==> src/rtl/otc_pkg.sv <==
// ---------------------------------------------------------------------------
// otc_pkg
// Shared types and constants for the orbit trajectory classifier.
// ---------------------------------------------------------------------------
package otc_pkg;

    // Guard bits applied to positions before the CORDIC pass
    localparam int GuardShift = 8;
    // CORDIC gain correction, Q0.32
    localparam logic [31:0] GainQ32 = 32'd2608131496;
    // Width of the CORDIC x/y datapath
    localparam int CordW = 42;

    // Trajectory class codes
    typedef enum logic [2:0] {
        CLS_UNCLEAR = 3'd0,
        CLS_PLUNGE  = 3'd1,
        CLS_ESCAPE  = 3'd2,
        CLS_CIRCLE  = 3'd3,
        CLS_BOUNDED = 3'd4
    } t_class;

    // Commands from the controller to the datapath
    typedef struct packed {
        logic load;      // capture a new position, start a vector pass
        logic step;      // run one CORDIC rotation
        logic gain_lo;   // multiply low half of magnitude
        logic gain_hi;   // multiply high half, form radius
        logic update;    // fold radius and angle into the run state
        logic finish;    // form the result word and clear the run state
    } t_cmd;

    // Status from the datapath to the controller
    typedef struct packed {
        logic last_step; // current rotation is the final one
    } t_stat;

    // atan(2^-i) in Q0.32 turns
    function automatic logic [31:0] atan_turns(input logic [4:0] i);
        logic [31:0] v;
        begin
            unique case (i)
                5'd0:  v = 32'h20000000;
                5'd1:  v = 32'h12E4051E;
                5'd2:  v = 32'h09FB385B;
                5'd3:  v = 32'h051111D4;
                5'd4:  v = 32'h028B0D43;
                5'd5:  v = 32'h0145D7E1;
                5'd6:  v = 32'h00A2F61E;
                5'd7:  v = 32'h00517C55;
                5'd8:  v = 32'h0028BE53;
                5'd9:  v = 32'h00145F2F;
                5'd10: v = 32'h000A2F98;
                5'd11: v = 32'h000517CC;
                5'd12: v = 32'h00028BE6;
                5'd13: v = 32'h000145F3;
                5'd14: v = 32'h0000A2FA;
                5'd15: v = 32'h0000517D;
                5'd16: v = 32'h000028BE;
                5'd17: v = 32'h0000145F;
                5'd18: v = 32'h00000A30;
                5'd19: v = 32'h00000518;
                5'd20: v = 32'h0000028C;
                5'd21: v = 32'h00000146;
                5'd22: v = 32'h000000A3;
                5'd23: v = 32'h00000051;
                5'd24: v = 32'h00000029;
                5'd25: v = 32'h00000014;
                5'd26: v = 32'h0000000A;
                5'd27: v = 32'h00000005;
                5'd28: v = 32'h00000003;
                5'd29: v = 32'h00000001;
                5'd30: v = 32'h00000001;
                default: v = 32'h00000000;
            endcase
            atan_turns = v;
        end
    endfunction

endpackage

==> src/rtl/orbit_trajectory_classifier.sv <==
// ---------------------------------------------------------------------------
// orbit_trajectory_classifier
// Classifies one body's run of positions by radius range and angle sweep.
// ---------------------------------------------------------------------------
// Usage:
//   Slave channel s_axis carries one position word per sample: pos_x, pos_y,
//   with tlast marking the last sample of a run. Master channel m_axis
//   carries one result word per run, issued after the last sample.
//   Each sample is accepted, then runs CORDIC_STEPS rotations of the shared
//   vectoring unit, the split gain multiply and an update of the run state.
//   A last sample then waits while the receiver stalls a held word in the
//   output register, and then builds the result word.
//   Result word then waits in the output register; the next sample can be
//   taken, but a further result waits until the receiver takes the first.
//   Synchronous reset clears the run state and drops any pending result.
// ---------------------------------------------------------------------------
module orbit_trajectory_classifier #(
    parameter int ANGLE_BITS   = 16,
    parameter int SWEEP_BITS   = 48,
    parameter int CORDIC_STEPS = 16
) (
    input  logic         i_clk,
    input  logic         i_rst_n,
    input  logic         s_axis_tvalid,
    output logic         s_axis_tready,
    input  logic [63:0]  s_axis_tdata,  // pos_x [31:0], pos_y [63:32]
    input  logic         s_axis_tlast,  // last_sample
    output logic         m_axis_tvalid,
    input  logic         m_axis_tready,
    // kind [2:0], radius_first [34:3], radius_last [66:35],
    // radius_least [98:67], radius_greatest [130:99], drift [163:131],
    // revolutions [211:164], stays_bounded [212], zero [215:213]
    output logic [215:0] m_axis_tdata
);

    otc_pkg::t_cmd  w_cmd;
    otc_pkg::t_stat w_stat;
    logic w_fire, w_out_load, w_ready;

    logic [2:0]         w_class;
    logic [31:0]        w_rf, w_rl, w_rmin, w_rmax;
    logic signed [32:0] w_drift;
    logic signed [47:0] w_revs;
    logic               w_bnd;

    logic         r_valid;
    logic [215:0] r_data;

    assign w_fire        = s_axis_tvalid && w_ready;
    assign s_axis_tready = w_ready;

    otc_ctrl u_ctrl (
        .i_clk      (i_clk),
        .i_rst_n    (i_rst_n),
        .i_in_fire  (w_fire),
        .i_in_last  (s_axis_tlast),
        .i_out_busy (r_valid && !m_axis_tready),
        .i_stat     (w_stat),
        .o_in_ready (w_ready),
        .o_out_load (w_out_load),
        .o_cmd      (w_cmd)
    );

    otc_datapath #(
        .ANGLE_BITS   (ANGLE_BITS),
        .SWEEP_BITS   (SWEEP_BITS),
        .CORDIC_STEPS (CORDIC_STEPS)
    ) u_dp (
        .i_clk        (i_clk),
        .i_rst_n      (i_rst_n),
        .i_cmd        (w_cmd),
        .i_pos_x      (s_axis_tdata[31:0]),
        .i_pos_y      (s_axis_tdata[63:32]),
        .o_stat       (w_stat),
        .o_class      (w_class),
        .o_r_first    (w_rf),
        .o_r_last     (w_rl),
        .o_r_least    (w_rmin),
        .o_r_greatest (w_rmax),
        .o_drift      (w_drift),
        .o_revs       (w_revs),
        .o_bounded    (w_bnd)
    );

    // Hold the result word until taken
    always_ff @(posedge i_clk) begin
        if (!i_rst_n) begin
            r_valid <= 1'b0;
        end else if (w_out_load) begin
            r_valid <= 1'b1;
        end else if (m_axis_tready) begin
            r_valid <= 1'b0;
        end
    end

    always_ff @(posedge i_clk) begin
        if (w_out_load) begin
            r_data <= {3'b000, w_bnd, w_revs, w_drift, w_rmax, w_rmin, w_rl, w_rf, w_class};
        end
    end

    assign m_axis_tvalid = r_valid;
    assign m_axis_tdata  = r_data;

`ifndef ASSERT_OFF
    a_hold: assert property (@(posedge i_clk) disable iff (!i_rst_n)
        m_axis_tvalid && !m_axis_tready |=> m_axis_tvalid && $stable(m_axis_tdata))
        else $error("result dropped while stalled");
    a_no_over: assert property (@(posedge i_clk) disable iff (!i_rst_n)
        w_out_load |-> !r_valid || m_axis_tready) else $error("result overwritten");
    a_pad: assert property (@(posedge i_clk) disable iff (!i_rst_n)
        m_axis_tvalid |-> m_axis_tdata[215:213] == 3'b000) else $error("pad not zero");
`endif

endmodule

==> src/rtl/otc_ctrl.sv <==
// ---------------------------------------------------------------------------
// otc_ctrl
// Sequencer: load, CORDIC steps, gain multiply, state update, result.
// ---------------------------------------------------------------------------
module otc_ctrl (
    input  logic          i_clk,
    input  logic          i_rst_n,
    input  logic          i_in_fire,
    input  logic          i_in_last,
    input  logic          i_out_busy,
    input  otc_pkg::t_stat i_stat,
    output logic          o_in_ready,
    output logic          o_out_load,
    output otc_pkg::t_cmd o_cmd
);

    typedef enum logic [6:0] {
        S_IDLE   = 7'b0000001,
        S_STEP   = 7'b0000010,
        S_GAINLO = 7'b0000100,
        S_GAINHI = 7'b0001000,
        S_UPDATE = 7'b0010000,
        S_WAIT   = 7'b0100000,
        S_FINISH = 7'b1000000
    } t_state;

    t_state r_state, n_state;
    logic   r_last, n_last;

    // Advance the sequence
    always_comb begin
        n_state = r_state;
        n_last  = r_last;
        unique case (r_state)
            S_IDLE: begin
                if (i_in_fire) begin
                    n_state = S_STEP;
                    n_last  = i_in_last;
                end
            end
            S_STEP:   if (i_stat.last_step) n_state = S_GAINLO;
            S_GAINLO: n_state = S_GAINHI;
            S_GAINHI: n_state = S_UPDATE;
            S_UPDATE: n_state = r_last ? S_WAIT : S_IDLE;
            S_WAIT:   if (!i_out_busy) n_state = S_FINISH;
            S_FINISH: n_state = S_IDLE;
            default:  n_state = S_IDLE;
        endcase
    end

    always_ff @(posedge i_clk) begin
        if (!i_rst_n) begin
            r_state <= S_IDLE;
            r_last  <= 1'b0;
        end else begin
            r_state <= n_state;
            r_last  <= n_last;
        end
    end

    assign o_in_ready     = (r_state == S_IDLE);
    assign o_out_load     = (r_state == S_FINISH);
    assign o_cmd.load     = i_in_fire;
    assign o_cmd.step     = (r_state == S_STEP);
    assign o_cmd.gain_lo  = (r_state == S_GAINLO);
    assign o_cmd.gain_hi  = (r_state == S_GAINHI);
    assign o_cmd.update   = (r_state == S_UPDATE);
    assign o_cmd.finish   = (r_state == S_FINISH);

`ifndef ASSERT_OFF
    a_onehot: assert property (@(posedge i_clk) disable iff (!i_rst_n)
        $onehot(r_state)) else $error("state not one-hot");
    a_fire_idle: assert property (@(posedge i_clk) disable iff (!i_rst_n)
        i_in_fire |-> r_state == S_IDLE) else $error("accept outside idle");
    a_finish_free: assert property (@(posedge i_clk) disable iff (!i_rst_n)
        r_state == S_FINISH |-> !i_out_busy) else $error("finish over full output");
`endif

endmodule

==> src/rtl/otc_datapath.sv <==
// ---------------------------------------------------------------------------
// otc_datapath
// Shared CORDIC vectoring unit, gain multiply, run state and classifier.
// ---------------------------------------------------------------------------
module otc_datapath #(
    parameter int ANGLE_BITS   = 16,
    parameter int SWEEP_BITS   = 48,
    parameter int CORDIC_STEPS = 16
) (
    input  logic                i_clk,
    input  logic                i_rst_n,
    input  otc_pkg::t_cmd       i_cmd,
    input  logic signed [31:0]  i_pos_x,
    input  logic signed [31:0]  i_pos_y,
    output otc_pkg::t_stat      o_stat,
    output logic [2:0]          o_class,
    output logic [31:0]         o_r_first,
    output logic [31:0]         o_r_last,
    output logic [31:0]         o_r_least,
    output logic [31:0]         o_r_greatest,
    output logic signed [32:0]  o_drift,
    output logic signed [47:0]  o_revs,
    output logic                o_bounded
);

    localparam int W  = otc_pkg::CordW;
    localparam int SW = $clog2(CORDIC_STEPS);

    logic signed [W-1:0] r_x, r_y;
    logic [31:0]         r_z;
    logic [SW-1:0]       r_i;
    logic                r_zero;
    logic [63:0]         r_prod;
    logic [31:0]         r_rad;

    logic                r_have;
    logic [31:0]         r_first, r_least, r_great;
    logic [ANGLE_BITS-1:0] r_prev;
    logic [SWEEP_BITS-1:0] r_sweep;

    // Load with optional half-turn pre-rotation
    logic signed [W-1:0] w_lx, w_ly;
    always_comb begin
        w_lx = W'(i_pos_x) <<< otc_pkg::GuardShift;
        w_ly = W'(i_pos_y) <<< otc_pkg::GuardShift;
    end

    logic signed [W-1:0] w_dx, w_dy;
    logic [4:0]          w_si;
    assign w_si = 5'(r_i);
    assign w_dx = r_y >>> r_i;
    assign w_dy = r_x >>> r_i;
    assign o_stat.last_step = (r_i == SW'(CORDIC_STEPS - 1));

    // Magnitude and gain product
    logic [W-1:0]  w_mag;
    logic [W-33:0] w_hi;
    logic [42:0]   w_rsum;
    logic [34:0]   w_rsh;
    assign w_mag  = (r_x > 0) ? r_x : '0;
    assign w_hi   = w_mag[W-1:32];
    assign w_rsum = 43'(w_hi) * 43'(otc_pkg::GainQ32) + 43'(r_prod[63:32]) + 43'd128;
    assign w_rsh  = w_rsum[42:8];

    // CORDIC iterations and gain multiply
    always_ff @(posedge i_clk) begin
        if (i_cmd.load) begin
            r_zero <= (i_pos_x == 0) && (i_pos_y == 0);
            r_i    <= '0;
            if (i_pos_x < 0) begin
                r_x <= -w_lx;
                r_y <= -w_ly;
                r_z <= 32'h80000000;
            end else begin
                r_x <= w_lx;
                r_y <= w_ly;
                r_z <= '0;
            end
        end else if (i_cmd.step) begin
            r_i <= r_i + 1'b1;
            if (!r_y[W-1]) begin
                r_x <= r_x + w_dx;
                r_y <= r_y - w_dy;
                r_z <= r_z + otc_pkg::atan_turns(w_si);
            end else begin
                r_x <= r_x - w_dx;
                r_y <= r_y + w_dy;
                r_z <= r_z - otc_pkg::atan_turns(w_si);
            end
        end
        if (i_cmd.gain_lo) r_prod <= 64'(w_mag[31:0]) * 64'(otc_pkg::GainQ32);
        if (i_cmd.gain_hi) begin
            if (r_zero)            r_rad <= '0;
            else if (|w_rsh[34:32]) r_rad <= '1;
            else                   r_rad <= w_rsh[31:0];
        end
    end

    // Angle rounded to ANGLE_BITS
    logic [31:0]           w_zr;
    logic [ANGLE_BITS-1:0] w_ang, w_d;
    assign w_zr  = r_zero ? 32'd0 : r_z + (32'd1 << (31 - ANGLE_BITS));
    assign w_ang = w_zr[31 -: ANGLE_BITS];
    assign w_d   = w_ang - r_prev;

    // Fold into run state; clear on finish
    always_ff @(posedge i_clk) begin
        if (!i_rst_n || i_cmd.finish) begin
            r_have  <= 1'b0;
            r_first <= '0;
            r_least <= '0;
            r_great <= '0;
            r_prev  <= '0;
            r_sweep <= '0;
        end else if (i_cmd.update) begin
            r_have <= 1'b1;
            r_prev <= w_ang;
            if (!r_have) begin
                r_first <= r_rad;
                r_least <= r_rad;
                r_great <= r_rad;
                r_sweep <= '0;
            end else begin
                if (r_rad < r_least) r_least <= r_rad;
                if (r_rad > r_great) r_great <= r_rad;
                r_sweep <= r_sweep + SWEEP_BITS'(signed'(w_d));
            end
        end
    end

    // Keep last radius for the result
    logic [31:0] r_lastr;
    always_ff @(posedge i_clk) begin
        if (i_cmd.update) r_lastr <= r_rad;
    end

    // Revolutions: scale sweep to 16 fractional bits
    localparam int XW = SWEEP_BITS + 64;
    logic signed [XW-1:0] w_sx, w_sc;
    assign w_sx = XW'(signed'(r_sweep));
    generate
        if (ANGLE_BITS > 16) begin : g_shr
            assign w_sc = w_sx >>> (ANGLE_BITS - 16);
        end else begin : g_shl
            assign w_sc = w_sx <<< (16 - ANGLE_BITS);
        end
    endgenerate

    // Classifier
    logic [34:0] w_f1, w_f2, w_f3, w_f5, w_l4, w_l5, w_g2, w_r2, w_span;
    assign w_f1   = 35'(r_first);
    assign w_f3   = 35'(r_first) * 35'd3;
    assign w_f5   = 35'(r_first) * 35'd5;
    assign w_f2   = 35'(r_first);
    assign w_l4   = 35'(r_least) << 2;
    assign w_l5   = 35'(r_least) * 35'd5;
    assign w_g2   = 35'(r_great) << 1;
    assign w_r2   = 35'(r_lastr) << 1;
    assign w_span = 35'(r_great - r_least) << 2;

    logic w_bnd;
    assign w_bnd = (w_l5 >= w_f1) && (35'(r_great) <= w_f3);

    always_comb begin
        priority if (w_l4 < w_f1 && w_r2 < w_f2)  o_class = otc_pkg::CLS_PLUNGE;
        else if (w_g2 > w_f5 && w_r2 > w_f3)      o_class = otc_pkg::CLS_ESCAPE;
        else if (w_bnd)
            o_class = (r_first != 0 && w_span <= w_f1) ? otc_pkg::CLS_CIRCLE
                                                         : otc_pkg::CLS_BOUNDED;
        else                                      o_class = otc_pkg::CLS_UNCLEAR;
    end

    assign o_r_first    = r_first;
    assign o_r_last     = r_lastr;
    assign o_r_least    = r_least;
    assign o_r_greatest = r_great;
    assign o_drift      = signed'({1'b0, r_lastr}) - signed'({1'b0, r_first});
    assign o_revs       = w_sc[47:0];
    assign o_bounded    = w_bnd;

`ifndef ASSERT_OFF
    a_order: assert property (@(posedge i_clk) disable iff (!i_rst_n)
        r_have |-> r_least <= r_great) else $error("least above greatest");
    a_clear: assert property (@(posedge i_clk) disable iff (!i_rst_n)
        i_cmd.finish |=> !r_have && r_sweep == '0) else $error("run not cleared");
    a_first: assert property (@(posedge i_clk) disable iff (!i_rst_n)
        !r_have |-> r_sweep == '0) else $error("sweep without first");
`endif

endmodule

==> config.mk <==
export PLATFORM = sky130hd
export DESIGN_NAME = orbit_trajectory_classifier
export DESIGN_NICKNAME = d
export VERILOG_FILES = /design/src/rtl/otc_pkg.sv /design/src/rtl/orbit_trajectory_classifier.sv /design/src/rtl/otc_ctrl.sv /design/src/rtl/otc_datapath.sv
export SDC_FILE = /design/constraint.sdc
export NUM_CORES = 2
export LEC_CHECK = 0
export ABC_AREA = 1
export BUFFER_PORTS_ARGS = -buffer_cell sky130_fd_sc_hd__buf_2
export CORE_MARGIN = 3
export CORE_UTILIZATION = 35
export DETAILED_ROUTE_END_ITERATION = 8
export GPL_TIMING_DRIVEN = 0
export PLACE_DENSITY = 0.54
export RECOVER_POWER = 25
export SLEW_MARGIN = 20
export SYNTH_ARGS = -nofsm -noshare
export SYNTH_HDL_FRONTEND = slang
export SYNTH_HIERARCHICAL = 1
export SYNTH_SLANG_ARGS = --single-unit
==> constraint.sdc <==
create_clock -name i_clk -period 24.4 [get_ports i_clk]
set_input_delay 3.66 -clock i_clk [delete_from_list [all_inputs] [get_ports i_clk]]
set_output_delay 3.66 -clock i_clk [all_outputs]
set_load 0.05 [all_outputs]
==> impl_metrics.py <==
metrics = {
    "status": {
        "outcome": "complete, but fails checks",
        "failed_checks": "max-capacitance violations, max-slew violations",
    },
    "setup_path": {
        "crit_path_end_kind": "flip-flop",
        "worstReg2RegStart": "u_dp/r_x[12]",
        "slowest_delay_ps": 650,
        "required_ps": 24790,
        "ff2ff_path_depth": 40,
        "cp_slowest_cell": "ha_1",
        "crit_type": "flip-flop to flip-flop",
        "startpoint_type": "flip-flop",
        "reg2reg_slack_ps": 14260,
        "cp.arrival_ps": 10540,
        "r2r_end": "u_dp/r_rad[31]",
        "cpMostUsedCell": "nand2_1",
        "cp_max_fo": 10,
    },
    "sta": {
        "finalSetupViolations": 0,
        "fmax_ghz": 0.0986,
        "rsz0062_at_grt": "no",
        "tightest_slew_ps": 1790,
        "drv_slew": 46,
        "maxSlewHeadroom": -0.194,
        "hold_viol": 0,
        "fin_tns_setup_ps": 0,
        "fin_crit_ps": 10140,
        "fin_worst_skew_ps": 54.6,
        "finalCritPeriodShare": 0.416,
    },
    "detailed_routing": {
        "drtPass1Iterations": 8,
        "drc": 0,
        "wl_per_cell_um": 21.9,
        "drtIter0Drc": 5305,
        "ant_nets": 0,
        "wl_um": 321000,
        "num_vias": 77400,
        "routed_via_density": 5.27,
    },
    "place": {
        "numPortBuffers": 283,
        "placed_area_mm2": 0.0891,
        "globalplace.congestion": 1.01,
        "dp_hpwl_um": 274000,
        "dp_cells": 14500,
    },
    "worst_hold_path": {
        "min_path_cells": 2,
        "hold_end": "u_dp/r_prev[11]",
        "hold_start": "u_dp/r_prev[11]",
        "hp-class": "flip-flop to flip-flop",
    },
    "floorplanning": {
        "initial_core_util": 0.353,
        "die_h_um": 493,
        "io_pins": 287,
        "row_count": 178,
        "coreArea_mm2": 0.236,
        "die_area_mm2": 0.243,
        "die_x_um": 493,
    },
    "clocking": {
        "htree_levels": 3,
        "cts_buffers": 80,
        "cts_sinks": 627,
        "postCtsHoldBufs": 0,
        "path_clk_slew_ps": 60,
        "insertion_delay_ps": 740,
        "tritoncts": "built",
        "cts_setup_buffers": 0,
        "clockBufferDepth": 3,
        "cts.repair.resized": 0,
        "ctsRootBufferMaster": "clkbuf_16",
    },
    "global_routing": {
        "overflow": 0,
        "track_usage": 0.258,
        "grt_pass1_wl_um": 479000,
        "grt_max_degree": 51,
        "first_global_vias": 77800,
        "antenna_found_initial": 7,
    },
    "logic_synthesis": {
        "syn_inst": 11000,
        "ys_seq_area_frac": 0.202,
        "synth-edff-count": 423,
        "async_flop_share": 0,
        "synth_cell_types": 73,
        "synth.avg_cell_area_um2": 7.52,
        "ys_seq_elements": 627,
        "ys.flop_type": "edfxtp_1",
        "syn_area_mm2": 0.0831,
        "ys_warn_count": 6,
    },
    "layout": {
        "drive_above_1_share": 0.0592,
        "syn2layout_area_growth_pct": 10.5,
        "final_cells": 14700,
        "fin_util": 0.389,
        "fin_area_mm2": 0.0918,
        "fin_nets": 13300,
    },
    "flow_run": {
        "drv_cap": 2,
    },
}
[cell type report]
class	count	area, um2
Clock buffer	101	2180
Tap cell	3150	3940
Timing Repair Buffer	337	1850
Multi-Input combinational cell	8409	58700
Sequential cell	627	16800
Fill cell	24800	144000
Inverter	1815	6820
Antenna cell	1	2.50
Clock inverter	48	564
Buffer	203	971
[worst max-delay path, delay by kind of cell, from the launching register on]
kind	cells	cell delay, ps
flip-flops	1	620
adder cells (fa/ha/maj)	8	3730
buffers and inverters	7	1060
AND/OR/NAND/NOR	21	3530
XOR/XNOR	1	230
AO/OA/AOI/OAI	3	580
[flip-flops by register name (all words and copies together) (netlist names), 4 cells and up, named ones only]
name               cells
u_dp/o_r_last         32
u_ctrl/r_state         7
u_dp/r_x              42
u_dp/o_r_greatest     32
u_dp/r_rad            32
u_dp/o_revs           48
u_dp/o_r_least        32
u_dp/r_y              42
u_dp/r_prev           16
u_dp/r_prod           29
u_dp/r_i               4
u_dp/r_z              32
u_dp/o_r_first        32
m_axis_tdata         213
[placed cells by master (no fill, tap or decap), types with 11 or more instances in the layout]
master	Yosys	layout
a211oi_1	19	19
a21boi_0	18	18
a21o_1	67	67
a21oi_1	990	990
a31oi_1	97	97
and3_1	11	11
buf_1	30	29
buf_2	35	347
buf_4	17	21
buf_6	11	20
clkbuf_1	109	126
clkbuf_16	0	84
dfxtp_1	204	204
edfxtp_1	423	423
fa_1	561	561
ha_1	1210	1210
inv_1	1794	1794
inv_2	15	15
nand2_1	2158	2156
nand2_2	19	20
nand3_1	679	679
nand3b_1	13	13
nand4_1	98	98
nor2_1	986	963
nor2_2	17	31
nor2_4	5	14
nor3_1	122	122
nor4_1	43	43
o211ai_1	38	38
o21a_1	58	58
o21ai_0	591	591
o21ai_1	45	45
o21ai_2	26	26
o21bai_1	56	56
or2_2	17	17
xnor2_1	143	143
xor2_1	219	219
[how the worst max path moves through the flow]
| stage | start | endpoint | slack [ps] |
|---|---|---|---|
| 2_1_floorplan | u_ctrl/r_state[6] | u_dp/o_revs[32] | 890 |
| 3_3_place_gp | u_ctrl/r_state[6] | u_dp/o_revs[37] | -11710 |
| 3_5_place_dp | u_dp/r_x[12] | u_dp/r_rad[31] | 14300 |
| 4_1_cts | u_dp/r_x[12] | u_dp/r_rad[31] | 14220 |
| 5_1_grt | u_dp/r_x[12] | u_dp/r_rad[31] | 13410 |
| 6_report | u_dp/r_x[12] | u_dp/r_rad[31] | 14260 |
[cells in the mapped netlist (38+ instances only)]
| cell | n | area share |
|---|---|---|
| nor2_1 | 986 | 0.045 |
| dfxtp_1 | 204 | 0.049 |
| fa_1 | 561 | 0.14 |
| xor2_1 | 219 | 0.023 |
| o21ai_0 | 591 | 0.036 |
| clkbuf_1 | 109 | 0.0049 |
| o21a_1 | 58 | 0.0052 |
| o21ai_1 | 45 | 0.0027 |
| ha_1 | 1210 | 0.18 |
| inv_1 | 1794 | 0.081 |
| a21o_1 | 67 | 0.0061 |
| a21oi_1 | 990 | 0.060 |
| o21bai_1 | 56 | 0.0051 |
| nor4_1 | 43 | 0.0032 |
| nand2_1 | 2158 | 0.097 |
| nor3_1 | 122 | 0.0073 |
| xnor2_1 | 143 | 0.015 |
| edfxtp_1 | 423 | 0.15 |
| nand3_1 | 679 | 0.041 |
| nand4_1 | 98 | 0.0074 |
| o211ai_1 | 38 | 0.0034 |
| a31oi_1 | 97 | 0.0073 |
[cell families (layout without fill, tap and decap cells)]
kind of cell    Yosys count  count (layout)  synth area share
compound gates         2066            2066             0.137
simple gates           4200            4200             0.211
flops                   627             627             0.202
fa+ha+maj              1771            1771             0.317
other cells               3              11          0.000136
xor+xnor                362             362            0.0382
buf+inv                2018            2504            0.0937
[metrics by stage]
step,hold WS [ps],setup slack (ps)
6_report,466,14260
5_1_grt,489,13410
4_1_cts,465,14220
3_5_place_dp,456,14300
3_3_place_gp,453,-11710
2_1_floorplan,437,892
[layer usage]
metal,routed length (um),GRT usage,vias up,part of all wire
met4,12900,0.0922,2,0.040
met2,151000,0.441,2196,0.47
met1,143000,0.340,37200,0.45
li1,-,-,37500,-
met3,14300,0.0248,480,0.044
met5,13,0,-,0.000040
Power is not shown: default switching activity piles up to over one toggle a cycle in this logic, so the estimate is an artifact.
